$ cat src/rtl/core/bbms_pkg.sv
// Shared constants, codes and handshake types of the buzzer tone sequencer.
package bbms_pkg;

  localparam int unsigned NOTE_DEPTH   = 256;
  localparam int unsigned MS_PER_WHOLE = 1000;

  localparam int unsigned OP_W       = 3;
  localparam int unsigned NOW_W      = 32;
  localparam int unsigned IDX_W      = 8;
  localparam int unsigned FREQ_W     = 16;
  localparam int unsigned DIVN_W     = 8;
  localparam int unsigned CNT_W      = 8;
  localparam int unsigned MS_W       = 16;
  localparam int unsigned LEN_W      = 9;
  localparam int unsigned PHASE_W    = 9;
  localparam int unsigned POS_W      = 9;
  localparam int unsigned CFG_IDX_W  = 3;
  localparam int unsigned CFG_DATA_W = 16;
  localparam int unsigned QUO_W      = 16;
  localparam int unsigned NOTE_AW    = (NOTE_DEPTH > 1) ? $clog2(NOTE_DEPTH) : 1;
  localparam int unsigned NOTE_RAM_W = FREQ_W + DIVN_W;

  localparam logic [QUO_W-1:0] WHOLE_MS = QUO_W'(MS_PER_WHOLE);

  localparam logic [OP_W-1:0] OP_TICK        = 3'd0;
  localparam logic [OP_W-1:0] OP_START_BEEPS = 3'd1;
  localparam logic [OP_W-1:0] OP_START_MEL   = 3'd2;
  localparam logic [OP_W-1:0] OP_STOP        = 3'd3;
  localparam logic [OP_W-1:0] OP_LOAD_NOTE   = 3'd4;

  localparam logic [CFG_IDX_W-1:0] REG_BEEP_COUNT = 3'd0;
  localparam logic [CFG_IDX_W-1:0] REG_BEEP_FREQ  = 3'd1;
  localparam logic [CFG_IDX_W-1:0] REG_BEEP_ON    = 3'd2;
  localparam logic [CFG_IDX_W-1:0] REG_BEEP_GAP   = 3'd3;
  localparam logic [CFG_IDX_W-1:0] REG_MEL_LEN    = 3'd4;

  typedef struct packed {
    logic              start;
    logic [DIVN_W-1:0] divisor;
  } div_req_t;

  typedef struct packed {
    logic             done;
    logic [QUO_W-1:0] quotient;
  } div_rsp_t;

endpackage

$ cat src/rtl/core/bbms_div.sv
// Iterative restoring divider: whole-note length divided by the note division.
module bbms_div (
  input  logic                clk_i,
  input  logic                rst_ni,
  input  bbms_pkg::div_req_t  req_i,
  output bbms_pkg::div_rsp_t  rsp_o
);
  import bbms_pkg::*;

  localparam int unsigned STEP_W = $clog2(QUO_W + 1);

  logic              busy_q, busy_d;
  logic              done_q, done_d;
  logic [STEP_W-1:0] step_q, step_d;
  logic [DIVN_W-1:0] dvs_q, dvs_d;
  logic [DIVN_W-1:0] rem_q, rem_d;
  logic [QUO_W-1:0]  quo_q, quo_d;
  logic [DIVN_W:0]   trial;
  logic              fits;

  // one quotient bit per cycle
  assign trial = {rem_q, quo_q[QUO_W-1]};
  assign fits  = trial >= {1'b0, dvs_q};

  always_comb begin
    busy_d = busy_q;
    done_d = 1'b0;
    step_d = step_q;
    dvs_d  = dvs_q;
    rem_d  = rem_q;
    quo_d  = quo_q;
    if (req_i.start) begin
      busy_d = 1'b1;
      step_d = STEP_W'(QUO_W);
      dvs_d  = req_i.divisor;
      rem_d  = '0;
      quo_d  = WHOLE_MS;
    end else if (busy_q) begin
      rem_d  = fits ? DIVN_W'(trial - {1'b0, dvs_q}) : trial[DIVN_W-1:0];
      quo_d  = {quo_q[QUO_W-2:0], fits};
      step_d = step_q - STEP_W'(1);
      if (step_q == STEP_W'(1)) begin
        busy_d = 1'b0;
        done_d = 1'b1;
      end
    end
  end

  always_ff @(posedge clk_i or negedge rst_ni) begin
    if (!rst_ni) begin
      busy_q <= 1'b0;
      done_q <= 1'b0;
      step_q <= '0;
    end else begin
      busy_q <= busy_d;
      done_q <= done_d;
      step_q <= step_d;
    end
  end

  always_ff @(posedge clk_i) begin
    dvs_q <= dvs_d;
    rem_q <= rem_d;
    quo_q <= quo_d;
  end

  assign rsp_o.done     = done_q;
  assign rsp_o.quotient = quo_q;

endmodule

$ cat config.mk
export PLATFORM = sky130hd
export DESIGN_NAME = bbms_div
export DESIGN_NICKNAME = d
export VERILOG_FILES = /design/src/rtl/core/bbms_pkg.sv /design/src/rtl/core/bbms_div.sv
export SDC_FILE = /design/constraint.sdc
export NUM_CORES = 1
export LEC_CHECK = 0
export BUFFER_PORTS_ARGS = -buffer_cell sky130_fd_sc_hd__buf_2
export CORE_MARGIN = 3
export CORE_UTILIZATION = 48
export CTS_CLUSTER_SIZE = 30
export DETAILED_ROUTE_END_ITERATION = 10
export GPL_ROUTABILITY_DRIVEN = 1
export PLACE_DENSITY = 0.69
export SETUP_SLACK_MARGIN = 0.2
export SLEW_MARGIN = 5
export SYNTH_ARGS = -nofsm -noshare
export SYNTH_HDL_FRONTEND = slang
export SYNTH_SLANG_ARGS = --single-unit
$ cat constraint.sdc
create_clock -name clk_i -period 3.42 [get_ports clk_i]
set_input_delay 0.684 -clock clk_i [delete_from_list [all_inputs] [get_ports clk_i]]
set_output_delay 0.684 -clock clk_i [all_outputs]
set_load 0.05 [all_outputs]
==> results of run 1 <==
-- state kept, by name, indices dropped and copies added (netlist names) --
signal	flops
busy_q	1
done_q	1
dvs_q	8
quo_q	16
rem_q	8
step_q	5
-- worst paths after layout --
check | end | cells after the start | slack, ns
max | rem_q[7]$_SDFFE_PP0P_ | 8 | 1.28
min | step_q[1]$_DFFE_PN0P_ | 1 | 0.21
max reg2reg | rem_q[7]$_SDFFE_PP0P_ | 8 | 1.28
min reg2reg | quo_q[9]$_SDFFE_PP1P_ | 1 | 0.51
max in group asynchronous | done_q$_DFF_PN0_ | 1 | 3.06
min in group clk_i | quo_q[9]$_SDFFE_PP1P_ | 1 | 0.51
-- cells in the mapped netlist, types with 3 or more instances --
| master | number | area share, % |
|---|---|---|
| a211o_1 | 6 | 2.8 |
| a211oi_1 | 6 | 2.4 |
| a21oi_1 | 4 | 1.1 |
| and2_0 | 5 | 1.7 |
| clkbuf_1 | 7 | 1.4 |
| dfrtp_1 | 7 | 9.3 |
| dfxtp_1 | 24 | 26 |
| edfxtp_1 | 8 | 13 |
| ha_1 | 10 | 6.6 |
| inv_1 | 12 | 2.4 |
| mux2i_1 | 13 | 6.9 |
| nand2_1 | 5 | 1.0 |
| nand2b_1 | 5 | 1.7 |
| nor2_1 | 29 | 5.8 |
| o21ai_0 | 4 | 1.1 |
| o22ai_1 | 3 | 1.0 |
| xnor2_1 | 5 | 2.3 |
-- layout by cell type (no fill, tap or decap), types with 2 or more instances in the layout --
master	netlist	routed
a211o_1	6	6
a211oi_1	6	6
a21o_1	2	2
a21oi_1	4	4
and2_0	5	5
buf_2	0	27
clkbuf_8	0	5
dfrtp_1	7	7
dfxtp_1	24	24
edfxtp_1	8	8
ha_1	10	10
inv_1	12	12
mux2_2	2	2
mux2i_1	13	13
nand2_1	5	5
nand2b_1	5	5
nand3_1	2	2
nor2_1	29	29
nor3_1	2	2
o21a_1	2	2
o21ai_0	4	4
o21ai_1	2	2
o22ai_1	3	3
xnor2_1	5	5
-- power by group through the flow --
stage	registers (uW)	logic, uW	clock network, uW
floorplan	711	415	0
global placement	634	592	0
detailed placement	638	612	0
CTS	630	616	360
global route	643	674	375
finish	630	611	353
-- metal layers --
metal | up-vias | global-route usage, %
li1 | 707 | -
met1 | 632 | 19.5
met2 | 26 | 27.4
met3 | 5 | 4.54
met4 | 0 | 7.94
met5 | - | 0
-- kinds of logic (layout without fill, tap and decap cells) --
logic type	count (synthesis)	count (layout)	synth area share, %
adder cells (fa/ha/maj)	11	11	7.71
XOR/XNOR	6	6	2.79
AND/OR/NAND/NOR	59	59	16.2
buffers and inverters	21	48	4.39
flip-flops	39	39	47.6
multiplexers	15	15	8.11
AO/OA/AOI/OAI	35	35	13.2
-- per-stage QoR --
stage	hold WS (ns)	setup slack, ns	util (%)
finish	0.211	1.28	58.0
global route	0.214	1.15	58.0
CTS	0.207	1.27	58.0
detailed placement	0.492	1.29	55.1
global placement	0.465	1.39	55.1
floorplan	0.388	1.07	-
-- final cells by class --
| class | instances | area share [%] |
|---|---|---|
| multi-input combinational | 126 | 41.9 |
| sequential | 39 | 41.6 |
| timing repair buffer | 28 | 6.62 |
| clock buffer | 6 | 4.36 |
| tap | 48 | 2.79 |
| inverter | 12 | 2.09 |
| clock inverter | 2 | 0.639 |
==> results.toml, run 1 <==
[run_status]
status = "finished clean"

[critical_path]
worstPathRequired_ns = 3.60
r2r_start = "dvs_q[1]$_DFFE_PP_"
crit_buf_inv = 1
arrival_ns = 2.32
start_kind = "flip-flop"
critical_path_class = "flip-flop to flip-flop"
slowest_delay_ns = 0.39
cp_max_fo = 3
crit_family = "compound AO/OA/AOI/OAI gates"
cp-startpoint = "dvs_q[1]$_DFFE_PP_"
end_kind = "flip-flop"
path_cells = "inv_1 -> ha_1 -> nand2b_1 -> a21oi_2 -> o22ai_1 -> a311o_1 -> or3b_1 -> o311a_1"
cp_slowest_cell = "edfxtp_1"

[route]
drc = 0
vias = 1370
top_signal_layer_used = "met4"
met1_length_mm = 1.60
wl_met3_um = 139
first_pass_iters = 4
wl_met2_mm = 1.73
routedWlPerCell_um = 13.5
ant_nets = 0
wl_mm = 3.51
post_drt_via_cell_ratio = 5.25
drtIter0Drc = 73

[job]
drv_cap = 0

[global_route]
grt_pass1_wl_mm = 5.73
grt.total_usage_pct = 16.5
grt_max_degree = 40
grt_overflow_total = 0
antenna_found_initial = 0
grt_pass1_vias = 1342

[pwr]
switching_share_pct = 36.9
power_uw = 1590
internal_power_uw = 1010
combPwrFrac_pct = 38.3
p_per_area_nw_per_um2 = 740
power_leakage_uw = 0.00101
clockPowerShare_pct = 22.2
p_sw_uw = 588
peakVddDrop_mv = 0.400
pwr-share-seq_pct = 39.5

[place]
placed_area_um2 = 2050
io_buffers = 27
gp_congestion = 0.853
place_hpwl_mm = 2.46
numPlacedInstances = 253

[floorplan]
die-area_um2 = 4710
start_util_pct = 50.6
die_w_um = 68.6
rows = 22
core_um2 = 3720
die_y_um = 68.6
io_pins = 28

[cells_and_area]
multi_input_area_um2 = 903
instances_no_fill = 261
final_nets = 234
diodes = 0
area_delta_synth_final_pct = 14.5
nFillCells = 335
drive_above_1_share_pct = 20.2
fin_area_um2 = 2150
regArea_um2 = 896

[clock_tree]
cts-resized-gates = 0
clock_sinks = 39
path_clk_slew_ns = 0.08
postCtsSetupRepairBufs = 0
cts_buffers = 5
htreeDepth = 2
cts_root_buf = "clkbuf_8"
cts_hold_buf = 0
clockBufferDepth = 2
cts_tree = "done"
insertion_delay_ns = 0.29

[sta]
finalSetupViolCount = 0
worst_slew_margin_rel_pct = 53.8
tightest_slew_ns = 0.694
fin_worst_skew_ns = 0.00826
tns_ns = 0
max_freq_ghz = 0.466
fin_crit_ns = 2.14
report.final.slew_viol_count = 0
rsz0062_at_grt = "false"
finalHoldViolCount = 0
period_share_pct = 62.7

[yosys]
ys_ff_latch = 39
yosysWarnings = 0
synth_area_um2 = 1880
syn_inst = 186
avgSynthCellArea_um2 = 10.1
syn_nets = 208
synthArstFlopShare_pct = 17.9
ys_seq_area_share_pct = 47.6
synth.distinct_cells = 44
synth_ff_type = "dfxtp_1"
synth-edff-count = 8

[worst_hold_path]
worstHoldPathType = "input port to async pin"
(Power assumes the default switching activity.)
==> inputs of run 2 (changes only) <==
clock period = 2.03 ns   (was 3.42 ns; I/O delays follow)
==> run 2 against run 1 <==
Effect of this change:
- clock power is 73% higher
- worst setup slack worse by 1.2 ns
- sequential share of layout area decreased by 4.7 points
- sequential power is 71% higher
- flip-flop and latch count unchanged
- clock-buffer cell count up 1
- maximum frequency increased by 11%
- first-iteration DRC count shrank 4.1%
- wire length grew 7.4%
- critical endpoint unchanged
- hold slack improved by 0.081 ns
- critical path depth decreased by 1
- final area increased by 13%
- highest routed layer unchanged
==> results.toml, run 2 (synthesis gave the netlist of run 1 again) <==
[run_status]
status = "finished clean"

[cells_and_area]
reg.largest.list = "quo_q x16, dvs_q x8, rem_q x8"
diodes = 0
mostFrequentLayoutCell = "nor2_1"
final_util_pct = 65.6
layout_common_cells = "nor2_1 (29), buf_2 (27), dfxtp_1 (23)"
nFillCells = 299
final_nets = 247
largest_register = "quo_q"
area_delta_synth_final_pct = 29.5
largest_reg_flops = 16
drive_above_1_share_pct = 33.6

[critical_path]
reg2reg_slack_ns = 0.09
worstPathRequired_ns = 2.21
cp_slowest_cell = "edfxtp_1"
end_kind = "flip-flop"
critical_path_class = "flip-flop to flip-flop"
cp-startpoint = "dvs_q[0]$_DFFE_PP_"
slowest_delay_ns = 0.42
crit_end = "rem_q[7]$_SDFFE_PP0P_"
cp_max_fo = 6
reg2regPathDepth = 7
start_kind = "flip-flop"
reg2reg_to = "rem_q[7]$_SDFFE_PP0P_"
path_cells = "ha_4 -> nand2b_1 -> a31oi_1 -> or3_4 -> nand3_4 -> or3b_1 -> o311a_1"
arrival_ns = 2.12
r2r_start = "dvs_q[0]$_DFFE_PP_"

[place]
io_buffers = 27
gp_congestion = 0.828
place_hpwl_mm = 2.54

[sta]
tightest_slew_ns = 0.730
fin_crit_ns = 1.94
finalHoldViolCount = 0
fin_worst_skew_ns = 0.00213
max_freq_ghz = 0.515
report.final.slew_viol_count = 0
finalSetupViolCount = 0
period_share_pct = 95.6
rsz0062_at_grt = "true"
worst_slew_margin_rel_pct = 51.3

[pwr]
internal_power_uw = 1980
combPwrFrac_pct = 45.2
power_leakage_uw = 0.00110
switching_share_pct = 35.7
p_per_area_nw_per_um2 = 1260
pwr-share-seq_pct = 35.0
clockPowerShare_pct = 19.9
power_uw = 3080
peakVddDrop_mv = 0.755
p_sw_uw = 1100

[global_route]
grt_pass1_vias = 1395
grt_max_degree = 40
grt_pass1_wl_mm = 6.14
antenna_found_initial = 0
grt.total_usage_pct = 17.4
grt_overflow_total = 0

[route]
ant_nets = 0
drtIter0Drc = 70
routedWlPerCell_um = 13.8
post_drt_via_cell_ratio = 5.31
vias = 1456
wl_mm = 3.77
drc = 0
first_pass_iters = 4

[job]
drv_cap = 0

[clock_tree]
insertion_delay_ns = 0.28
htreeDepth = 2
cts_root_buf = "clkbuf_8"
clockBufferDepth = 2
path_clk_slew_ns = 0.07
clock_sinks = 39
cts_tree = "done"
cts_buffers = 5

[floorplan]
die-area_um2 = 4710
die_w_um = 68.6
rows = 22
io_pins = 28
start_util_pct = 50.6
core_um2 = 3720
die_y_um = 68.6

[worst_hold_path]
worstHoldPathType = "input port to flip-flop"
## run 2: cell count changes in the layout (fill, tap and decap cells not counted), moves of 2 or more
cell / before / now
o22ai_2: 0 / 3
o22ai_1: 3 / 0
ha_4: 0 / 7
ha_1: 10 / 3
buf_4: 1 / 12
inv_1: 12 / 10
## run 2: worst min-delay path by stage
stage / slack (ns) / cells after the start / startpoint / endpoint
after floorplan: 0.11 / 0 / rst_ni / busy_q$_DFF_PN0_
after global placement: 0.24 / 1 / rst_ni / step_q[4]$_DFFE_PN0P_
after detailed placement: 0.25 / 1 / rst_ni / step_q[4]$_DFFE_PN0P_
after CTS: 0.29 / 1 / req_i[2] / dvs_q[2]$_DFFE_PP_
after global routing: 0.29 / 1 / req_i[1] / dvs_q[1]$_DFFE_PP_
final: 0.29 / 1 / req_i[1] / dvs_q[1]$_DFFE_PP_
## run 2: stage by stage
step | area, um2 | hold slack, ns | setup WS, ns | cells | TNS (ns)
CTS | 2330 | 0.286 | 0.0778 | 269 | 0
finish | 2440 | 0.291 | 0.0901 | 274 | 0
global placement | 2140 | 0.242 | 0.0779 | 257 | 0
detailed placement | 2140 | 0.250 | 0.0165 | 257 | 0
floorplan | 1930 | 0.110 | 0.0850 | 186 | 0
global route | 2440 | 0.287 | -0.00410 | 274 | -0.00410
## run 2: power by group through the flow
stage          clock (uW)  sequential (uW)  combinational [uW]
5_1_grt               658             1100                1510
3_3_place_gp            0             1070                1100
2_1_floorplan           0             1200                 735
4_1_cts               624             1070                1220
6_report              611             1080                1390
3_5_place_dp            0             1080                1130
## run 2: per-layer routing
layer	GRT usage, %	part of all wire, %	vias up
met5	0	0	-
met4	5.21	1.0	0
met3	4.38	4.0	4
met2	30.4	51	25
met1	20.7	44	701
li1	-	-	726
## run 2: area by class of cell
| class | count | area, um2 | share of cell area, % |
|---|---|---|---|
| clock buffer | 7 | 108 | 4.42 |
| clock inverter | 1 | 5.00 | 0.205 |
| inverter | 12 | 47.5 | 1.95 |
| multi-input combinational | 126 | 1060 | 43.6 |
| sequential | 39 | 900 | 36.9 |
| tap | 48 | 60.1 | 2.47 |
| timing repair buffer | 41 | 255 | 10.5 |
## run 2: worst max-delay path, delay by kind of cell (launching register included)
kind / cells / cell delay [ns]
and+or+nand+nor: 4 / 0.91
DFF: 1 / 0.42
adders and majority gates: 1 / 0.29
AOI/OAI and AO/OA: 2 / 0.22
## run 2: what timing repair did
item                       CTS  global route
hold endpoints to repair     7             0
gates resized for setup      5            12
buffers inserted             3             5
setup endpoints to repair    8             9
hold buffers                 1             0
pin swaps                    1             5
