<file path="config.mk">
export PLATFORM = sky130hd
export DESIGN_NAME = bbms_ram
export DESIGN_NICKNAME = d
export VERILOG_FILES = /design/src/rtl/core/bbms_ram.sv
export SDC_FILE = /design/constraint.sdc
export NUM_CORES = 1
export LEC_CHECK = 0
export BUFFER_PORTS_ARGS = -buffer_cell sky130_fd_sc_hd__buf_4
export CAP_MARGIN = 40
export CORE_UTILIZATION = 40
export CTS_CLUSTER_SIZE = 40
export DETAILED_ROUTE_END_ITERATION = 8
export PLACE_DENSITY = 0.64
export SLEW_MARGIN = 30
export SYNTH_ARGS = -nofsm -noshare
export SYNTH_HDL_FRONTEND = slang
export SYNTH_SLANG_ARGS = --single-unit
</file>
<file path="constraint.sdc">
create_clock -name clk_i -period 3.3 [get_ports clk_i]
set_input_delay 0.33 -clock clk_i [delete_from_list [all_inputs] [get_ports clk_i]]
set_output_delay 0.33 -clock clk_i [all_outputs]
set_load 0.05 [all_outputs]
</file>
<file path="src/rtl/core/bbms_ram.sv">
// Generic single-port-write, registered-read RAM.
module bbms_ram #(
  parameter int unsigned Width = 8,
  parameter int unsigned Depth = 16,
  localparam int unsigned Aw = (Depth > 1) ? $clog2(Depth) : 1
) (
  input  logic             clk_i,
  input  logic             we_i,
  input  logic [Aw-1:0]    waddr_i,
  input  logic [Width-1:0] wdata_i,
  input  logic             re_i,
  input  logic [Aw-1:0]    raddr_i,
  output logic [Width-1:0] rdata_o
);

  logic [Width-1:0] mem_q [Depth];
  logic [Width-1:0] rdata_q;

  always_ff @(posedge clk_i) begin
    if (we_i) begin
      mem_q[waddr_i] <= wdata_i;
    end
    if (re_i) begin
      rdata_q <= mem_q[raddr_i];
    end
  end

  assign rdata_o = rdata_q;

endmodule

</file>
==> results of run 1 <==
-- power by group through the flow --
| stage | clock (mW) | sequential [mW] | combinational, mW |
|---|---|---|---|
| 3_3_place_gp | 0 | 1.99 | 0.205 |
| 4_1_cts | 1.92 | 1.96 | 0.209 |
| 5_1_grt | 1.99 | 1.96 | 0.221 |
| 3_5_place_dp | 0 | 1.99 | 0.208 |
| 2_1_floorplan | 0 | 2.02 | 0.0982 |
| 6_report | 1.90 | 1.96 | 0.205 |
-- Yosys cell counts, types with 2 or more instances --
master	n	area [um2]
nand2b_1	2	12.5
nand2_1	9	33.8
buf_6	3	33.8
clkdlybuf4s25_2	3	30.0
nor3_1	4	20.0
nand3b_1	2	15.0
edfxtp_1	136	4080
mux4_1	14	368
a22oi_1	16	120
nor2_1	13	48.8
mux4_2	18	405
buf_2	3	15.0
-- cell families after synthesis --
family / Yosys count
buffers and inverters: 10
DFF: 136
muxes: 32
and+or+nand+nor: 35
AOI/OAI and AO/OA: 16
-- sequential cells by signal, summed over array words and instances, names as in the netlist --
name,count
mem_q,128
rdata_o,8
-- cells in the final DEF (no fill, tap or decap), drive strengths merged --
cell type,instances
edfxtp,136
buf,34
mux4,32
clkbuf,20
a22oi,16
nor2,13
nand2,9
clkinv,6
nor3,4
bufinv,4
nand3b,2
nand2b,2
nor2b,1
and2,1
and2b,1
nand3,1
or3b,1
clkinvlp,1
-- path summary, 6_finish.rpt --
path	cells after the start	endpoint	start
min	1	rdata_o[3]	re_i
max reg2reg	3	rdata_o[0]	mem_q[1][0]
max	4	rdata_o[1]	raddr_i[0]
min reg2reg	3	rdata_o[5]	mem_q[4][5]
-- worst max-delay path: cells and delay by family --
kind / cells / cell delay [ns]
muxes: 1 / 0.62
buffers and inverters: 1 / 0.46
AOI/OAI and AO/OA: 1 / 0.28
and+or+nand+nor: 1 / 0.08
-- stage by stage --
step | utilization | instance area (um2) | std cells
finish | 0.490 | 6200 | 456
global route | 0.490 | 6200 | 456
CTS | 0.489 | 6200 | 455
detailed placement | 0.442 | 5600 | 424
global placement | 0.441 | 5580 | 421
floorplan | - | 5230 | 229
-- layout make-up --
class	count	area share
multi-input combinational	83	0.170
sequential	136	0.658
clock buffer	20	0.0704
clock inverter	11	0.0250
tap	172	0.0347
timing repair buffer	34	0.0411
-- layer usage --
layer | vias to the layer above | GRT usage | share of wire
li1 | 1067 | - | -
met1 | 1228 | 0.217 | 0.43
met2 | 72 | 0.253 | 0.49
met3 | 13 | 0.0467 | 0.058
met4 | 0 | 0.0667 | 0.015
met5 | - | 0 | 0
==> results.sh, run 1 <==
export IMPL_status="completed"
export IMPL_synthAdderAreaFrac=0
export IMPL_cts_resized=0
export IMPL_firstDrtPassIters=4
export IMPL_vdd_drop_max_mv=0.376
export IMPL_clock_sinks=136
export IMPL_gp_congestion=0.676
export IMPL_cap_violations=0
export IMPL_intPower_mw=3.27
export IMPL_power_switching_share=0.194
export IMPL_port_buffers=26
export IMPL_crit_required_ns=3.46
export IMPL_muxShareOfSynthArea=0.148
export IMPL_synth_edf_count=136
export IMPL_grt_overflow=0
export IMPL_die_area_um2=13500
export IMPL_yosys_area_share_xor_xnor=0
export IMPL_cts_hold_repair_buffers=0
export IMPL_crit_type="in -> reg"
export IMPL_setup_viol=0
export IMPL_dp_slack_ns=1.16
export IMPL_whs_ns=0.204
export IMPL_synth_seq_cells=136
export IMPL_die_w_um=116
export IMPL_initial_utilization=0.413
export IMPL_hold_violations=0
export IMPL_max_freq_ghz=0.612
export IMPL_max_stage_delay_ns=0.62
export IMPL_pwr_share_clk=0.468
export IMPL_core_um2=12700
export IMPL_finalPower_mw=4.06
export IMPL_p_leak_nw=2.06
export IMPL_grt_first_pass_wirelength_um=14900
export IMPL_antenna_cells=0
export IMPL_clock_path_buffers=2
export IMPL_ys_dominant_reg_cell="edfxtp_1"
export IMPL_final_antenna_net_count=0
export IMPL_multi_input_area_um2=1060
export IMPL_viasPerCell=5.22
export IMPL_cts_tree="done"
export IMPL_hp_class="in -> reg"
export IMPL_post_route_period_util=0.496
export IMPL_die_h_um=116
export IMPL_area_growth_pct=18.7
export IMPL_pin_count=27
export IMPL_ys_seq_area_frac=0.781
export IMPL_tns_ns=0
export IMPL_power_switching_mw=0.787
export IMPL_p_per_area_nw_per_um2=655
export IMPL_synth_area_um2=5230
export IMPL_fillCellCount=1033
export IMPL_ys_warn_count=0
export IMPL_crit_chain="buf_4, mux4_1, a22oi_1, nand2_1"
export IMPL_syn_avg_cell_area_um2=22.8
export IMPL_cts_root_buf="clkbuf_16"
export IMPL_cp_max_fo=32
export IMPL_seqCellArea_um2=4080
export IMPL_power_frac_comb=0.050
export IMPL_drt_wl_total_um=9640
export IMPL_track_usage=0.163
export IMPL_syn_num_nets=248
export IMPL_drc=0
export IMPL_wire_per_inst_um=21.1
export IMPL_crit_slowest_cell="mux4_1"
export IMPL_grt_pass1_vias=2534
export IMPL_numCtsBuffers=17
export IMPL_drv_slew=0
export IMPL_cts_setup_buffers=0
export IMPL_nNetsFinal=291
export IMPL_finalClockSkew_ns=0.00933
export IMPL_grt_max_degree=33
export IMPL_dr_total_vias=2380
export IMPL_drt_iter0_drc=203
export IMPL_antenna_found_initial=0
export IMPL_async_flop_share=0
export IMPL_fp_row_count=41
export IMPL_worstPathArrival_ns=1.80
export IMPL_path_clk_slew_ns=0.06
export IMPL_synth_simple_area_share=0.0314
export IMPL_relSlewSlack=0.443
export IMPL_drive_gt1_frac=0.278
export IMPL_synth_cell_type_count=18
export IMPL_tightest_slew_ns=0.833
export IMPL_layout_setup_ws_ns=1.66
export IMPL_synthCells=229
export IMPL_min_period_ns=1.64
export IMPL_hpwl_um=6060
export IMPL_crit_path_start_kind="input pin"
export IMPL_synth_compound_area_frac=0.0230
export IMPL_synth_top_family_by_area="multiplexers"
export IMPL_endpoint_kind="flip-flop"
export IMPL_htreeDepth=4
export IMPL_clkLatencyLatePin_ns=0.42
export IMPL_sequentialPowerShare=0.482
export IMPL_rsz0062_at_grt="false"
export IMPL_reg2reg_slack_ns=1.81
No activity file was read; power rests on OpenSTA's default activity.
==> run 2: changes to the inputs <==
--- a/config.mk
+++ b/config.mk
@@ -5,6 +5,7 @@
 export SDC_FILE = /design/constraint.sdc
 export NUM_CORES = 1
 export LEC_CHECK = 0
+export ABC_AREA = 1
 export BUFFER_PORTS_ARGS = -buffer_cell sky130_fd_sc_hd__buf_4
 export CAP_MARGIN = 40
 export CORE_UTILIZATION = 40
==> constraint.sdc (replaced) <==
create_clock -name clk_i -period 1.71 [get_ports clk_i]
set_input_delay 0.171 -clock clk_i [delete_from_list [all_inputs] [get_ports clk_i]]
set_output_delay 0.171 -clock clk_i [all_outputs]
set_load 0.05 [all_outputs]
==> run 2 against run 1 <==
  * Combinational power grew to 2.6 times the previous value
  * Highest routed layer unchanged
  * Clock skew is 0.0069 ns higher
  * Register-to-register slack worse by 1.2 ns
  * First-iteration DRC count is 49% higher
==> results.sh, run 2 <==
export IMPL_status="completed"
export IMPL_gp_congestion=0.852
export IMPL_dr_total_vias=3857
export IMPL_ys_warn_count=0
export IMPL_worst_r2r_cell_count=6
export IMPL_crit_chain="buf_4"
export IMPL_synth_seq_cells=136
export IMPL_tightest_slew_ns=0.392
export IMPL_drv_slew=0
export IMPL_layout_commonest_cell="nand2_1"
export IMPL_setup_viol=0
export IMPL_p_per_area_nw_per_um2=1200
export IMPL_track_usage=0.196
export IMPL_vdd_drop_max_mv=0.673
export IMPL_initial_utilization=0.415
export IMPL_worstPathArrival_ns=1.10
export IMPL_synth_area_leaders="edfxtp_1 70%, nand2_1 11%, nand3_1 8.3%"
export IMPL_drt_iter0_drc=303
export IMPL_finalClockSkew_ns=0.0162
export IMPL_synth_commonest_cells="173 x nand2_1, 136 x edfxtp_1, 100 x inv_1"
export IMPL_post_route_period_util=0.742
export IMPL_fp_row_count=43
export IMPL_pin_count=27
export IMPL_cts_setup_buffers=0
export IMPL_ys_dominant_reg_cell="edfxtp_1"
export IMPL_yosysMostFrequentCell="nand2_1"
export IMPL_cts_tree="done"
export IMPL_max_stage_delay_ns=0.45
export IMPL_reg2reg_slack_ns=0.60
export IMPL_grt_overflow=0
export IMPL_hold_violations=0
export IMPL_min_period_ns=1.27
export IMPL_grt_first_pass_wirelength_um=21000
export IMPL_die_h_um=123
export IMPL_crit_required_ns=1.54
export IMPL_firstDrtPassIters=4
export IMPL_hp_class="in -> reg"
export IMPL_path_clk_slew_ns=0.06
export IMPL_hold_depth=1
export IMPL_finalPower_mw=8.36
export IMPL_htreeDepth=4
export IMPL_die_w_um=123
export IMPL_grt_pass1_vias=4019
export IMPL_viasPerCell=4.89
export IMPL_synthCells=551
export IMPL_hpwl_um=8270
export IMPL_die_area_um2=15100
export IMPL_antenna_found_initial=0
export IMPL_async_flop_share=0
export IMPL_hold_path_end="rdata_o[3]"
export IMPL_port_buffers=26
export IMPL_crit_path_start_kind="flip-flop"
export IMPL_max_freq_ghz=0.788
export IMPL_clkLatencyLatePin_ns=0.43
export IMPL_area_growth_pct=19.5
export IMPL_min_from="re_i"
export IMPL_final_antenna_net_count=0
export IMPL_clock_path_buffers=2
export IMPL_synth_edf_count=136
export IMPL_ys_seq_area_frac=0.698
export IMPL_cts_hold_repair_buffers=0
export IMPL_yosysTopAreaCell="edfxtp_1"
export IMPL_regMostFlops="mem_q"
export IMPL_grt_max_degree=65
export IMPL_cp_max_fo=1
export IMPL_synth_area_um2=5850
export IMPL_final_cell_mix="173 x nand2_1, 136 x edfxtp_1, 100 x inv_1, 97 x nand3_1, 46 x buf_4"
export IMPL_synth_top_cell_area_share=0.698
export IMPL_crit_slowest_cell="edfxtp_1"
export IMPL_synth_cell_type_count=11
export IMPL_crit_buf_inv=1
export IMPL_cts_resized=0
export IMPL_numCtsBuffers=17
export IMPL_nNetsFinal=615
export IMPL_drc=0
export IMPL_p_leak_nw=3.01
export IMPL_rsz0062_at_grt="false"
export IMPL_syn_num_nets=570
export IMPL_cts_root_buf="clkbuf_16"
export IMPL_r2r_start="mem_q[15][5]"
export IMPL_cap_violations=0
export IMPL_drt_wl_total_um=13000
export IMPL_crit_type="reg -> out"
export IMPL_largest_reg_flops=128
export IMPL_antenna_cells=0
export IMPL_endpoint_kind="primary output"
export IMPL_relSlewSlack=0.739
export IMPL_wire_per_inst_um=16.4
export IMPL_core_um2=14100
export IMPL_tns_ns=0
export IMPL_crit_family="flip-flops"
export IMPL_drive_gt1_frac=0.137
export IMPL_clock_sinks=136
export IMPL_worst_r2r_endpoint="rdata_o[5]"
export IMPL_syn_avg_cell_area_um2=10.6
run 2: kinds of logic (layout without fill, tap and decap cells):
group / Yosys count / in the layout / synth area share
and+or+nand+nor: 289 / 289 / 0.208
buffers and inverters: 126 / 183 / 0.0939
DFF: 136 / 136 / 0.698
run 2: per-stage QoR:
stage / util / hold WS, ns / area [um2] / instances / setup WS, ns
after CTS: 0.496 / 0.0408 / 6990 / 788 / 0.427
final: 0.496 / 0.0546 / 6990 / 788 / 0.441
after detailed placement: 0.449 / 0.484 / 6330 / 757 / 0.382
after floorplan: - / 0.270 / 5850 / 551 / 0.588
after global routing: 0.496 / 0.0436 / 6990 / 788 / 0.420
after global placement: 0.449 / 0.486 / 6330 / 757 / 0.399
run 2: cell type report:
class	instances	area [um2]
fill	1284	7110
sequential	136	4080
multi-input combinational	289	1210
clock buffer	17	425
timing repair buffer	50	425
inverter	102	383
clock inverter	14	230
tap	180	225
run 2: worst max path at each step:
stage	start	end	cells after the start
after floorplan	waddr_i[2]	mem_q[10][0]	2
after global placement	raddr_i[0]	rdata_o[1]	8
after detailed placement	waddr_i[2]	mem_q[3][4]	5
after CTS	rdata_o[6]	rdata_o[6]	1
after global routing	rdata_o[6]	rdata_o[6]	1
final	rdata_o[6]	rdata_o[6]	1
run 2: routing by layer:
layer,vias to the layer above,share of wire,GRT usage
met5,-,0,0
met4,0,0.014,0.0915
met3,13,0.061,0.0457
met2,107,0.49,0.323
met1,1865,0.43,0.245
li1,1872,-,-
run 2: power breakdown:
part / leakage, nW / switching, mW / internal [mW]
clock: 0.311 / 1.35 / 2.71
sequential: 1.24 / 0.0253 / 3.76
combinational: 1.46 / 0.359 / 0.166
total: 3.01 / 1.73 / 6.63
==> run 3: changes to the inputs <==
==> constraint.sdc (replaced) <==
create_clock -name clk_i -period 1.2 [get_ports clk_i]
set_input_delay 0.12 -clock clk_i [delete_from_list [all_inputs] [get_ports clk_i]]
set_output_delay 0.12 -clock clk_i [all_outputs]
set_load 0.05 [all_outputs]
==> run 3 against run 2 <==
  * Register-to-register slack worse by 0.50 ns
  * Via count up 0.18%
  * Non-clock buffer count up 7
  * Critical path depth unchanged
  * Combinational power up 48%
  * First-iteration DRC count up 4.6%
  * Worst setup slack worse by 0.42 ns
  * Highest routed layer unchanged
==> results.sh, run 3 (synthesized netlist as in run 2, its figures left out) <==
export IMPL_status="completed"
export IMPL_multi_input_area_um2=1210
export IMPL_vdd_drop_max_mv=0.962
export IMPL_area_growth_pct=19.1
export IMPL_hp_class="in -> reg"
export IMPL_endpoint_kind="primary output"
export IMPL_tns_ns=0
export IMPL_max_stage_delay_ns=0.45
export IMPL_crit_required_ns=1.08
export IMPL_cts_tree="done"
export IMPL_cts_root_buf="clkbuf_16"
export IMPL_crit_slowest_cell="edfxtp_1"
export IMPL_cts_setup_buffers=0
export IMPL_dp_slack_ns=-0.135
export IMPL_crit_buf_inv=1
export IMPL_rsz0062_at_grt="false"
export IMPL_crit_chain="buf_6"
export IMPL_grt_pass1_vias=3864
export IMPL_whs_ns=0.0127
export IMPL_clock_sinks=136
export IMPL_pin_count=27
export IMPL_antenna_found_initial=0
export IMPL_hpwl_um=8310
export IMPL_nNetsFinal=622
export IMPL_tightest_slew_ns=0.606
export IMPL_path_clk_slew_ns=0.06
export IMPL_setup_viol=0
export IMPL_gp_congestion=0.772
export IMPL_place_inst=764
export IMPL_drt_iter0_drc=317
export IMPL_drt_wl_total_um=12700
export IMPL_seqCellArea_um2=4080
export IMPL_finalClockSkew_ns=0.00901
export IMPL_grt_overflow=0
export IMPL_viasPerCell=4.87
export IMPL_post_route_period_util=0.982
export IMPL_fp_row_count=43
export IMPL_die_area_um2=15100
export IMPL_stdcell_count=794
export IMPL_grt_max_degree=36
export IMPL_drive_gt1_frac=0.143
export IMPL_drc=0
export IMPL_clkLatencyLatePin_ns=0.41
export IMPL_firstDrtPassIters=4
export IMPL_core_um2=14100
export IMPL_p_leak_nw=3.00
export IMPL_hold_violations=0
export IMPL_die_h_um=123
export IMPL_crit_type="reg -> out"
export IMPL_worstPathArrival_ns=1.06
export IMPL_final_util=0.494
export IMPL_largest_reg_flops=128
export IMPL_crit_path_start_kind="flip-flop"
export IMPL_cp_max_fo=1
export IMPL_track_usage=0.184
export IMPL_wire_per_inst_um=16.0
export IMPL_regMostFlops="mem_q"
export IMPL_min_period_ns=1.18
export IMPL_relSlewSlack=0.595
export IMPL_crit_family="flip-flops"
export IMPL_final_cell_mix="173 x nand2_1, 136 x edfxtp_1, 100 x inv_1, 97 x nand3_1, 50 x buf_4"
export IMPL_htreeDepth=4
export IMPL_numCtsBuffers=17
export IMPL_max_freq_ghz=0.848
export IMPL_initial_utilization=0.415
export IMPL_layout_commonest_cell="nand2_1"
export IMPL_die_w_um=123
export IMPL_port_buffers=26
export IMPL_fillCellCount=1275
export IMPL_layout_setup_ws_ns=0.0214
export IMPL_clock_path_buffers=2
export IMPL_dr_total_vias=3864
export IMPL_final_antenna_net_count=0
export IMPL_antenna_cells=0
export IMPL_drv_slew=0
export IMPL_p_per_area_nw_per_um2=1590
export IMPL_grt_first_pass_wirelength_um=20000
export IMPL_cap_violations=0
[run 3: layer usage]
layer	global-route usage	part of all wire	vias to the layer above
met1	0.242	0.45	1843
met2	0.296	0.48	121
met5	0	0	-
li1	-	-	1883
met4	0.0831	0.021	0
met3	0.0374	0.053	17
[run 3: stage by stage]
step           power [mW]  area (um2)
6_report             11.1        6960
5_1_grt              11.4        6960
4_1_cts              11.1        6960
3_5_place_dp         6.26        6400
3_3_place_gp         6.25        6400
2_1_floorplan        5.93        5850
[run 3: worst paths after layout]
path	start	to	slack [ns]	depth (start not counted)
worst min-delay path	re_i	rdata_o[4]	0.01	1
worst min register to register	mem_q[2][5]	rdata_o[5]	0.74	6
worst max register to register	mem_q[12][7]	rdata_o[7]	0.10	6
worst max-delay path	rdata_o[5]	rdata_o[5]	0.02	1
[run 3: cell type report]
class / instances / area share
flip-flops and latches: 136 / 0.587
multi-input cells: 289 / 0.174
repair buffers: 57 / 0.0715
clock buffers: 17 / 0.0611
inverters: 102 / 0.0550
well taps: 180 / 0.0323
clock inverters: 13 / 0.0192
[run 3: what timing repair did]
item | in CTS | in global routing
pin swaps | 0 | 0
hold buffers | 0 | 0
resized for setup | 1 | 1
endpoints found under the setup margin | 1 | 1
hold endpoints to repair | 0 | 0
[run 3: power by group]
part / switching [mW] / internal, mW / total [mW] / leakage [nW]
Sequential: 0.0354 / 5.35 / 5.39 / 1.24
Clock: 1.88 / 3.01 / 4.90 / 0.260
Combinational: 0.519 / 0.257 / 0.776 / 1.50
Total: 2.44 / 8.62 / 11.1 / 3.00
